<file path="src/sv/rbbf_pkg.sv">
package rbbf_pkg;

    // configuration field widths
    localparam int WS_W  = 4;
    localparam int DIM_W = 10;
    localparam int DIV_W = 2 * WS_W;
    localparam int PIX_W = 24;

    // default sizing
    localparam int DEF_MAX_WIDTH  = 512;
    localparam int DEF_MAX_HEIGHT = 512;
    localparam int DEF_MAX_WINDOW = 15;

    // register reset values
    localparam logic [WS_W-1:0]  RST_WINDOW = WS_W'(3);
    localparam logic [DIM_W-1:0] RST_WIDTH  = DIM_W'(512);
    localparam logic [DIM_W-1:0] RST_HEIGHT = DIM_W'(512);

    // register map
    localparam int PADDR_W = 4;
    localparam logic [1:0] REG_WINDOW = 2'd0;
    localparam logic [1:0] REG_WIDTH  = 2'd1;
    localparam logic [1:0] REG_HEIGHT = 2'd2;

    // input commands
    localparam logic CMD_PIXEL = 1'b0;
    localparam logic CMD_FLUSH = 1'b1;

    // control from the sequencer to the channel lanes
    typedef struct packed {
        logic clear;
        logic add;
        logic start;
    } t_lane_ctl;

endpackage

</file>
<file path="src/sv/rbbf_lane.sv">
module rbbf_lane
    import rbbf_pkg::*;
#(
    parameter int SUM_W = 16
) (
    input  logic             i_clk,
    input  logic             i_rst_n,
    input  t_lane_ctl        i_ctl,
    input  logic [7:0]       i_data,
    input  logic [DIV_W-1:0] i_divisor,
    output logic [7:0]       o_quot,
    output logic             o_done
);

    localparam int CNT_W = $clog2(SUM_W + 1);

    logic [SUM_W-1:0] r_acc;
    logic [SUM_W-1:0] r_num;
    logic [SUM_W-1:0] r_quo;
    logic [DIV_W-1:0] r_rem;
    logic [DIV_W-1:0] r_div;
    logic [CNT_W-1:0] r_cnt;
    logic             r_busy;
    logic             r_done;
    logic [DIV_W:0]   trial;
    logic             ge;

    // one quotient bit per cycle
    assign trial = {r_rem, r_num[SUM_W-1]};
    assign ge    = (trial >= {1'b0, r_div});

    // window accumulator
    always_ff @(posedge i_clk) begin
        if (i_ctl.clear) begin
            r_acc <= '0;
        end else if (i_ctl.add) begin
            r_acc <= r_acc + SUM_W'(i_data);
        end
    end

    // restoring divider datapath
    always_ff @(posedge i_clk) begin
        if (i_ctl.start) begin
            r_num <= r_acc;
            r_rem <= '0;
            r_quo <= '0;
            r_div <= i_divisor;
        end else if (r_busy) begin
            r_num <= {r_num[SUM_W-2:0], 1'b0};
            r_rem <= ge ? DIV_W'(trial - {1'b0, r_div}) : trial[DIV_W-1:0];
            r_quo <= {r_quo[SUM_W-2:0], ge};
        end
    end

    // divider control
    always_ff @(posedge i_clk) begin
        if (!i_rst_n) begin
            r_busy <= 1'b0;
            r_done <= 1'b0;
            r_cnt  <= '0;
        end else begin
            r_done <= 1'b0;
            if (i_ctl.start) begin
                r_busy <= 1'b1;
                r_cnt  <= CNT_W'(SUM_W);
            end else if (r_busy) begin
                r_cnt <= r_cnt - 1'b1;
                if (r_cnt == CNT_W'(1)) begin
                    r_busy <= 1'b0;
                    r_done <= 1'b1;
                end
            end
        end
    end

    // saturate at 255
    assign o_quot = (|r_quo[SUM_W-1:8]) ? 8'hFF : r_quo[7:0];
    assign o_done = r_done;

endmodule

</file>
<file path="config.mk">
export PLATFORM = sky130hd
export DESIGN_NAME = rbbf_lane
export DESIGN_NICKNAME = d
export VERILOG_FILES = /design/src/sv/rbbf_pkg.sv /design/src/sv/rbbf_lane.sv
export SDC_FILE = /design/constraint.sdc
export NUM_CORES = 1
export LEC_CHECK = 0
export BUFFER_PORTS_ARGS = -buffer_cell sky130_fd_sc_hd__buf_2
export CAP_MARGIN = 20
export CORE_MARGIN = 2
export CORE_UTILIZATION = 25
export CTS_CLUSTER_SIZE = 16
export DETAILED_ROUTE_END_ITERATION = 10
export GPL_ROUTABILITY_DRIVEN = 0
export PLACE_DENSITY_LB_ADDON = 0.3
export SLEW_MARGIN = 20
export SYNTH_ARGS = -nofsm -noshare
export SYNTH_HDL_FRONTEND = slang
export SYNTH_SLANG_ARGS = --single-unit
</file>
<file path="constraint.sdc">
create_clock -name i_clk -period 2.7 [get_ports i_clk]
set_clock_uncertainty 0.2 [all_clocks]
set_input_delay 0.405 -clock i_clk [delete_from_list [all_inputs] [get_ports i_clk]]
set_output_delay 0.405 -clock i_clk [all_outputs]
set_load 0.05 [all_outputs]
</file>
==> summary.md <==
* global routing met3 resource utilization: 0.02910
* number of nets in the synthesized netlist: 404
* number of inserted filler cells in the final layout: 1529
* area share of and/or/nand/nor cells after synthesis: 0.1828
* count of instances resized after the clock tree is built: 0
* number of synthesized flops with an enable pin: 24
* residual overflow from global routing: 0
* initial drt markers: 111
* final routed wire length divided by cell count: 12.51 µm
* largest net degree at the start of global routing: 30
* count of endpoints failing setup in the final report: 0
* number of warning messages in the yosys log: 0
* Final HPWL DP: 5233 µm
* critical-path maximum fanout: 2
* stage delay of the slowest cell on the critical path: 0.41 ns
* antenna violations before repair: 0
* Hold Path Class: input pin to register
* library cell with the largest summed area after synthesis: dfxtp_1
* clock slew at the register clock pins of the worst setup and hold paths: 0.07 ns
* CP arrival: 2.33 ns
* most used routing layer: met2
* total detailed-routing wirelength: 7295 µm
* Cell Pwr Density: 668.2 nW/µm²
* combinational fraction of design power: 0.173
* boundary pin count: 30
* area fraction in compound gates after synthesis: 0.1217
* total number of vias: 2718
* met2 global-route usage: 0.1589
* antenna cell count: 0
* Seq cells post-synth: 71
* number of clock sinks seen by CTS: 71
* synthesized-area fraction occupied by xor and xnor cells: 0.02632
* x dimension of the die: 125.0 µm
* Post-Place Worst Slack: 0.3756 ns
* part of the Yosys area used for sequential elements: 0.4539
* GRT Resource Usage Total: 0.09697
* total negative slack for setup checks: 0 ns
* number of nets still failing antenna checks after routing: 0
* adder-cell share of the synthesized area: 0.07245
* unrepaired setup endpoints after global routing: no
* Via-to-Cell Ratio: 4.662
* post-synth cell types: 51
* maximum buffer depth of the clock tree: 2
* sequential cell fraction of total power: 0.430
* Post-synth ARST share: 0
* share of final-layout standard cells stronger than drive strength 1: 0.2055
* Power Internal: 2.051 mW
* startpoint-to-endpoint class of the critical path: register to register
* Final Cycle Share: 0.8583
* mux cell area share after synthesis: 0.1100
* max-slew violation count: 0
* starting density of the core: 0.2538
* post-CTS setup buffer count: 0
* area overhead of the layout relative to synthesis: 17.84%
* area share of the largest cell type after synthesis: 0.2570
* largest vdd supply drop: 255.8 µV
* number of maximum-capacitance constraint violations: 0
* data required time of the worst path: 2.71 ns
* wire length of the first global-routing pass: 12450 µm
* number of non-filler instances in the completed layout: 583
* die area: 15630 µm²
* post-layout power: 2.883 mW
* CP Launch Type: register
* root buf cell: clkbuf_16
* Top FF cell, synth: dfxtp_1
* number of hold violations in the final report: 0
* H-tree Lvls: 3
* LEAKAGE: 1.787 nW
* proportion of power drawn by the clock network: 0.397
* Final WS setup: 0.3825 ns
* combinational family with the most area after synthesis: simple AND/OR/NAND/NOR gates
* share of total power consumed by net switching: 0.2886
* Core Util, Final: 0.2991
* number of standard-cell rows in the floorplan: 44
* Cells after DPL: 567
* Cells after Synth: 363
* top post-synthesis cells by area: dfxtp_1 (26%), edfxtp_1 (20%), ha_1 (6.2%)
* Max Clk Rate: 431.5 MHz
* via count of the first global-routing pass: 2658
* cell chain of the critical path: inv_1, ha_1, fa_1, nand2b_1, a21oi_1, mux2_2, o22ai_1, a311oi_1
* mean instance size in the synthesized netlist: 10.09 µm²
* cell with the largest stage delay on the worst path: fa_1
* relative slew slack: 0.5775
* met1 Use GR: 0.1187
* number of iterations in the first detailed-routing pass: 4
* leading cell types by count after synthesis: dfxtp_1 (47), nor2_1 (47), edfxtp_1 (24)
* DRC violation count after routing: 0
* insertion delay to the later sink of the worst-skew pair: 0.33 ns
* Nets: 435
* Tmin final: 2.317 ns
* Worst Tran Pin Value: 0.6338 ns
* endpoint type of the worst setup path: register
* cell area after technology mapping: 3661 µm²
* number of hold-repair buffers added at the cts stage: 0
* Core Box Area: 14420 µm²
* net load switching power: 831.9 µW
* CTS tree: built
* Chip Height: 125.0 µm
* number of buffers added on ports: 29
* result of the run: finished clean
* total clock buffers created by CTS: 9
==> registers in the layout, indices dropped and copies added, names as in the netlist <==
signal,flops
r_div,8
r_acc,16
r_busy,1
r_quo,16
o_done,1
r_rem,8
r_num,16
r_cnt,5
==> layer usage <==
layer | wire (µm) | vias to the layer above | part of all wire
li1 | - | 1390 | -
met1 | 3485 | 1283 | 0.48
met2 | 3422 | 34 | 0.47
met3 | 256 | 11 | 0.035
met4 | 131 | 0 | 0.018
met5 | 0 | - | 0
==> path summary, 6_finish.rpt <==
path,from,end,slack (ns),depth (start not counted)
max reg2reg,r_num[15],r_rem[6],0.38,8
min reg2reg,r_cnt[1],r_cnt[1],0.30,2
max,r_num[15],r_rem[6],0.38,8
min,i_divisor[6],r_div[6],0.04,1
==> stage by stage <==
step	hold slack (ns)	cell area (µm²)
after detailed placement	0.2992	4030
after CTS	0.03278	4314
after global routing	0.03589	4314
after global placement	0.2824	4030
final	0.04280	4314
after floorplan	0.2608	3661
==> critical path: cells and delay by family, from the launching register on <==
kind	cells	cell delay, ns
compound gates	3	0.46
fa+ha+maj	2	0.61
buf+inv	1	0.05
flops	1	0.34
mux	1	0.36
simple gates	1	0.18
==> cell usage in the layout, fill, tap and decap left out, drive strengths merged, types with 7 or more instances in the layout <==
cell type  count
nor2          47
or2            9
o21ai         15
nand2         13
clkbuf         9
mux2i         20
ha            18
nor4           7
nand3         12
mux2          18
dfxtp         47
a311oi         7
inv           24
edfxtp        24
nor2b          8
a21oi         11
buf           34
==> power by group through the flow <==
stage | Clock, mW | Combinational, mW | Sequential (mW)
floorplan | 0 | 0.394 | 1.24
global placement | 0 | 0.489 | 1.26
detailed placement | 0 | 0.500 | 1.26
CTS | 1.17 | 0.503 | 1.24
global route | 1.21 | 0.567 | 1.25
finish | 1.14 | 0.499 | 1.24
==> final cells by class <==
type | count | area [µm²] | area share
Tap cell | 184 | 230.2 | 0.05336
Multi-Input combinational cell | 261 | 1879 | 0.4356
Inverter | 17 | 63.81 | 0.01479
Clock buffer | 9 | 225.2 | 0.05220
Clock inverter | 7 | 58.81 | 0.01363
Sequential cell | 71 | 1662 | 0.3851
Timing Repair Buffer | 34 | 195.2 | 0.04524
==> kinds of logic (layout without fill, tap and decap cells) <==
logic type               count (synthesis)  in the layout
AO/OA/AOI/OAI                           63             63
XOR/XNOR                                11             11
adder cells (fa/ha/maj)                 20             20
buffers and inverters                   31             67
flip-flops                              71             71
multiplexers                            38             38
AND/OR/NAND/NOR                        129            129
No activity file was read; power rests on OpenSTA's default activity.
