`config.mk`:
```
export PLATFORM = sky130hd
export DESIGN_NAME = rbbf_merge_flat
export DESIGN_NICKNAME = d
export VERILOG_FILES = /design/src/sv/rbbf_pkg.sv /design/src/sv/rbbf_if.sv /design/src/sv/rbbf_merge.sv /design/src/flat_wrapper.sv
export SDC_FILE = /design/constraint.sdc
export NUM_CORES = 1
export LEC_CHECK = 0
export ABC_AREA = 1
export ABC_CLOCK_PERIOD_IN_PS = 800
export BUFFER_PORTS_ARGS = -buffer_cell sky130_fd_sc_hd__buf_2
export CAP_MARGIN = 20
export CORE_UTILIZATION = 38
export CTS_CLUSTER_SIZE = 40
export DETAILED_ROUTE_END_ITERATION = 8
export PLACE_DENSITY = 0.86
export RECOVER_POWER = 100
export SLEW_MARGIN = 10
export SYNTH_ARGS = -nofsm -noshare
export SYNTH_HDL_FRONTEND = slang
export SYNTH_SLANG_ARGS = --single-unit
```
`constraint.sdc`:
```
create_clock -name i_clk -period 0.8 [get_ports i_clk]
set_input_delay 0.04 -clock i_clk [delete_from_list [all_inputs] [get_ports i_clk]]
set_output_delay 0.04 -clock i_clk [all_outputs]
set_load 0.02 [all_outputs]
```
`src/sv/rbbf_pkg.sv`:
```
package rbbf_pkg;

    // configuration field widths
    localparam int WS_W  = 4;
    localparam int DIM_W = 10;
    localparam int DIV_W = 2 * WS_W;
    localparam int PIX_W = 24;

    // default sizing
    localparam int DEF_MAX_WIDTH  = 512;
    localparam int DEF_MAX_HEIGHT = 512;
    localparam int DEF_MAX_WINDOW = 15;

    // register reset values
    localparam logic [WS_W-1:0]  RST_WINDOW = WS_W'(3);
    localparam logic [DIM_W-1:0] RST_WIDTH  = DIM_W'(512);
    localparam logic [DIM_W-1:0] RST_HEIGHT = DIM_W'(512);

    // register map
    localparam int PADDR_W = 4;
    localparam logic [1:0] REG_WINDOW = 2'd0;
    localparam logic [1:0] REG_WIDTH  = 2'd1;
    localparam logic [1:0] REG_HEIGHT = 2'd2;

    // input commands
    localparam logic CMD_PIXEL = 1'b0;
    localparam logic CMD_FLUSH = 1'b1;

    // control from the sequencer to the channel lanes
    typedef struct packed {
        logic clear;
        logic add;
        logic start;
    } t_lane_ctl;

endpackage

```
`src/sv/rbbf_if.sv`:
```


interface rbbf_res_if;
    logic       valid;
    logic       ready;
    logic [7:0] red_out;
    logic [7:0] green_out;
    logic [7:0] blue_out;
    logic       frame_end;

    modport source (output valid, red_out, green_out, blue_out, frame_end, input ready);
    modport sink (input valid, red_out, green_out, blue_out, frame_end, output ready);
endinterface

```
`src/sv/rbbf_merge.sv`:
```
module rbbf_merge
    import rbbf_pkg::*;
(
    input  logic       i_clk,
    input  logic       i_rst_n,
    input  logic       i_load,
    input  logic [7:0] i_red,
    input  logic [7:0] i_green,
    input  logic [7:0] i_blue,
    input  logic       i_last,
    output logic       o_free,
    rbbf_res_if.source o_res
);

    logic       r_valid;
    logic [7:0] r_red;
    logic [7:0] r_green;
    logic [7:0] r_blue;
    logic       r_last;

    assign o_free = !r_valid || o_res.ready;

    // output register valid
    always_ff @(posedge i_clk) begin
        if (!i_rst_n) begin
            r_valid <= 1'b0;
        end else if (i_load) begin
            r_valid <= 1'b1;
        end else if (o_res.ready) begin
            r_valid <= 1'b0;
        end
    end

    // output payload
    always_ff @(posedge i_clk) begin
        if (i_load) begin
            r_red   <= i_red;
            r_green <= i_green;
            r_blue  <= i_blue;
            r_last  <= i_last;
        end
    end

    assign o_res.valid     = r_valid;
    assign o_res.red_out   = r_red;
    assign o_res.green_out = r_green;
    assign o_res.blue_out  = r_blue;
    assign o_res.frame_end = r_last;

endmodule

```
`src/flat_wrapper.sv`:
```
// flat-port wrapper written by rule: the top's interface ports become plain ports
module rbbf_merge_flat import rbbf_pkg::*;
  (i_clk, i_rst_n, i_load, i_red, i_green, i_blue, i_last, o_free, o_res_valid, o_res_red_out, o_res_green_out, o_res_blue_out, o_res_frame_end, o_res_ready);
  rbbf_res_if o_res_i ();
  input  logic i_clk;
  input  logic i_rst_n;
  input  logic i_load;
  input  logic [7:0] i_red;
  input  logic [7:0] i_green;
  input  logic [7:0] i_blue;
  input  logic i_last;
  output logic o_free;
  output wire logic [$bits(o_res_i.valid)-1:0] o_res_valid;
  output wire logic [$bits(o_res_i.red_out)-1:0] o_res_red_out;
  output wire logic [$bits(o_res_i.green_out)-1:0] o_res_green_out;
  output wire logic [$bits(o_res_i.blue_out)-1:0] o_res_blue_out;
  output wire logic [$bits(o_res_i.frame_end)-1:0] o_res_frame_end;
  input wire logic [$bits(o_res_i.ready)-1:0] o_res_ready;
  assign o_res_valid = o_res_i.valid;
  assign o_res_red_out = o_res_i.red_out;
  assign o_res_green_out = o_res_i.green_out;
  assign o_res_blue_out = o_res_i.blue_out;
  assign o_res_frame_end = o_res_i.frame_end;
  assign o_res_i.ready = o_res_ready;
  rbbf_merge u_core (.i_clk(i_clk), .i_rst_n(i_rst_n), .i_load(i_load), .i_red(i_red), .i_green(i_green), .i_blue(i_blue), .i_last(i_last), .o_free(o_free), .o_res(o_res_i));
endmodule
```
==> impl_metrics.env <==
export IMPL_status="finished with violations"
export IMPL_violations="hold timing, setup timing"
export IMPL_die_height_um=47.8
export IMPL_holdWs_ps=-2.28
export IMPL_ir_drop_uv=2010
export IMPL_num_vias=629
export IMPL_dr_pass1_iters=4
export IMPL_via_per_inst=4.34
export IMPL_die_x_um=47.8
export IMPL_hold_depth=4
export IMPL_maxCapViolCount=0
export IMPL_crit_type="reg2out"
export IMPL_fillers=112
export IMPL_synth_edf_count=25
export IMPL_gp_congestion=0.566
export IMPL_seq_power_share=0.603
export IMPL_switchingPower_uw=643
export IMPL_finalHoldViolCount=1
export IMPL_finalSetupViolCount=27
export IMPL_async_flop_share=0
export IMPL_yosysUniqueCellTypes=5
export IMPL_finalNetCount=148
export IMPL_grt_setup_unrepaired="true"
export IMPL_layout_setup_ws_ps=-129
export IMPL_worst_path_buf_inv=1
export IMPL_ios=56
export IMPL_synth_flop_cell="edfxtp_1"
export IMPL_drtIter0Drc=14
export IMPL_cp_required_ps=760
export IMPL_reg2reg_depth=2
export IMPL_netlist_top_cells_area="edfxtp_1, dfxtp_1, inv_1"
export IMPL_power_density_nw_per_um2=1770
export IMPL_synthCells=31
export IMPL_leakage_nw=0.679
export IMPL_drc=0
export IMPL_start_util=0.406
export IMPL_cp_max_fo=1
export IMPL_r2r_start="u_core.o_res.valid$_SDFFE_PN0P_"
export IMPL_busiest_layer="met2"
export IMPL_fin_area_um2=1560
export IMPL_tightest_slew_ps=626
export IMPL_reg2reg_to="u_core.o_res.valid$_SDFFE_PN0P_"
export IMPL_synth_area_per_cell_um2=25.7
export IMPL_synth_common_cells="edfxtp_1, inv_1, a21oi_2, dfxtp_1, nand2_2"
export IMPL_synth_top_cell_area_share=0.942
export IMPL_yosysSeqAreaShare=0.967
export IMPL_cpMaxStageDelayCell="edfxtp_1"
export IMPL_numPortBuffers=55
export IMPL_grt_pass1_vias=531
export IMPL_min_period_over_period=1.16
export IMPL_synth_nets=60
export IMPL_clock_latency_ps=300
export IMPL_die_area_um2=2280
export IMPL_cts_htree_levels=1
export IMPL_holdBufCountCts=26
export IMPL_grt_pass1_wl_um=2390
export IMPL_hold_class="in2reg"
export IMPL_ys_ff_latch=26
export IMPL_area_growth_pct=95.6
export IMPL_crit_family="flip-flops"
export IMPL_crit_path_end_kind="output port"
export IMPL_r2r_slack_ps=210
export IMPL_power_frac_clock=0.194
export IMPL_multiInputGateArea_um2=15.0
export IMPL_antenna_found_initial=0
export IMPL_worst_path_largest_cell_delay_ps=440
export IMPL_tns_ps=-2580
export IMPL_cts_tree="built"
export IMPL_grt_use_met2=0.273
export IMPL_grt_met1_usage=0.181
export IMPL_cts_root_buf="clkbuf_4"
export IMPL_yosysWarnings=0
export IMPL_syn_cell_area_um2=797
export IMPL_seqCellArea_um2=772
export IMPL_wl_per_cell_um=15.5
export IMPL_cts_sinks=26
export IMPL_postLayoutCoreUtil=0.795
export IMPL_globalRouteMet3Util=0.0604
export IMPL_hp_start="o_res_ready"
export IMPL_hpwlAfterDp_um=1040
export IMPL_postRouteAntennaNets=0
export IMPL_grt_max_degree=15
export IMPL_intPower_mw=2.12
export IMPL_routed_wl_um=2240
export IMPL_insertedDiodeCount=0
export IMPL_final_max_slew_viol_count=0
export IMPL_synth_area_leader_cell="edfxtp_1"
export IMPL_power_frac_comb=0.203
export IMPL_sw_frac_of_total=0.233
export IMPL_crit_arrival_ps=890
export IMPL_min_period_ps=929
export IMPL_cts_path_max_buffers=2
export IMPL_worstSetupStartpointType="register"
export IMPL_gr_total_overflow=0
export IMPL_fmax_ghz=1.08
export IMPL_crit_chain="buf_6"
export IMPL_placed_area_um2=1150
export IMPL_slew_headroom=0.582
export IMPL_grtUsageTotal=0.164
export IMPL_rows=16
export IMPL_skew_ps=0
export IMPL_core_area_um2=1960
export IMPL_drive_above_1_share=0.492
export IMPL_clk_pin_slew_ps=130
export IMPL_synth_most_common_cell="edfxtp_1"
export IMPL_cts_buffers=3
export IMPL_min_to="u_core.o_res.valid$_SDFFE_PN0P_"
sequential cells by signal, summed over array words and instances (netlist names):
| signal | count |
|---|---|
| u_core.o_res.blue_out | 8 |
| u_core.o_res.frame_end | 1 |
| u_core.o_res.green_out | 8 |
| u_core.o_res.red_out | 8 |
| u_core.o_res.valid | 1 |
layout by cell type, fill, tap and decap left out, drive strengths merged:
cell type | netlist | routed
edfxtp | 25 | 25
dlygate4sd3 | 0 | 26
inv | 3 | 3
a21oi | 1 | 1
nand2 | 1 | 1
dfxtp | 1 | 1
clkbuf | 0 | 7
dlymetal6s2s | 0 | 2
buf | 0 | 52
kinds of logic (layout without fill, tap and decap cells):
kind of cell / count (synthesis) / count (layout) / share of synthesized area
AOI/OAI and AO/OA: 1 / 1 / 0.0110
buffers and inverters: 3 / 90 / 0.0141
DFF: 26 / 26 / 0.967
and+or+nand+nor: 1 / 1 / 0.00785
cell type report:
type                    instances  share of cell area
clock buffers                   4              0.0169
inverters                       3             0.00722
multi-input cells               2             0.00963
flip-flops and latches         26               0.495
well taps                      27              0.0217
repair buffers                 83               0.449
layer usage:
layer	part of all wire	vias to the layer above
li1	-	289
met1	0.39	292
met2	0.51	44
met3	0.076	4
met4	0.015	0
met5	0	-
power groups by stage:
stage | combinational, mW | sequential [mW] | clock [mW]
CTS | 0.472 | 1.63 | 0.538
detailed placement | 0.364 | 1.66 | 0
global route | 0.595 | 1.67 | 0.612
global placement | 0.359 | 1.66 | 0
floorplan | 0.0118 | 1.81 | 0
finish | 0.560 | 1.66 | 0.535
repair_timing:
action / CTS / global route
setup buffers: 0 / 0
pin swaps: 1 / 0
gates resized for setup: 7 / 40
endpoints found under the setup margin: 27 / 27
endpoints found under the hold margin: 26 / 1
gates cloned: 0 / 0
stage by stage:
| stage | setup WS, ps | cells | hold slack, ps | total power, mW |
|---|---|---|---|---|
| floorplan | 28.2 | 31 | 139 | 1.82 |
| global placement | 176 | 115 | 217 | 2.02 |
| detailed placement | 169 | 115 | 218 | 2.03 |
| CTS | -117 | 145 | -1.64 | 2.64 |
| global route | -165 | 145 | -5.03 | 2.88 |
| finish | -129 | 145 | -2.28 | 2.76 |
how the worst max path moves through the flow:
stage | startpoint | to | slack, ps | cells past startpoint
after global placement | i_load | u_core.o_res.red_out[1]$_DFFE_PP_ | 180 | 2
after floorplan | u_core.o_res.valid$_SDFFE_PN0P_ | u_core.o_res.valid$_SDFFE_PN0P_ | 30 | 2
after global routing | u_core.o_res.frame_end$_DFFE_PP_ | o_res_frame_end | -160 | 1
after CTS | u_core.o_res.green_out[2]$_DFFE_PP_ | o_res_green_out[2] | -120 | 1
final | u_core.o_res.frame_end$_DFFE_PP_ | o_res_frame_end | -130 | 1
after detailed placement | i_load | u_core.o_res.red_out[4]$_DFFE_PP_ | 170 | 2
(Power assumes the default switching activity.)
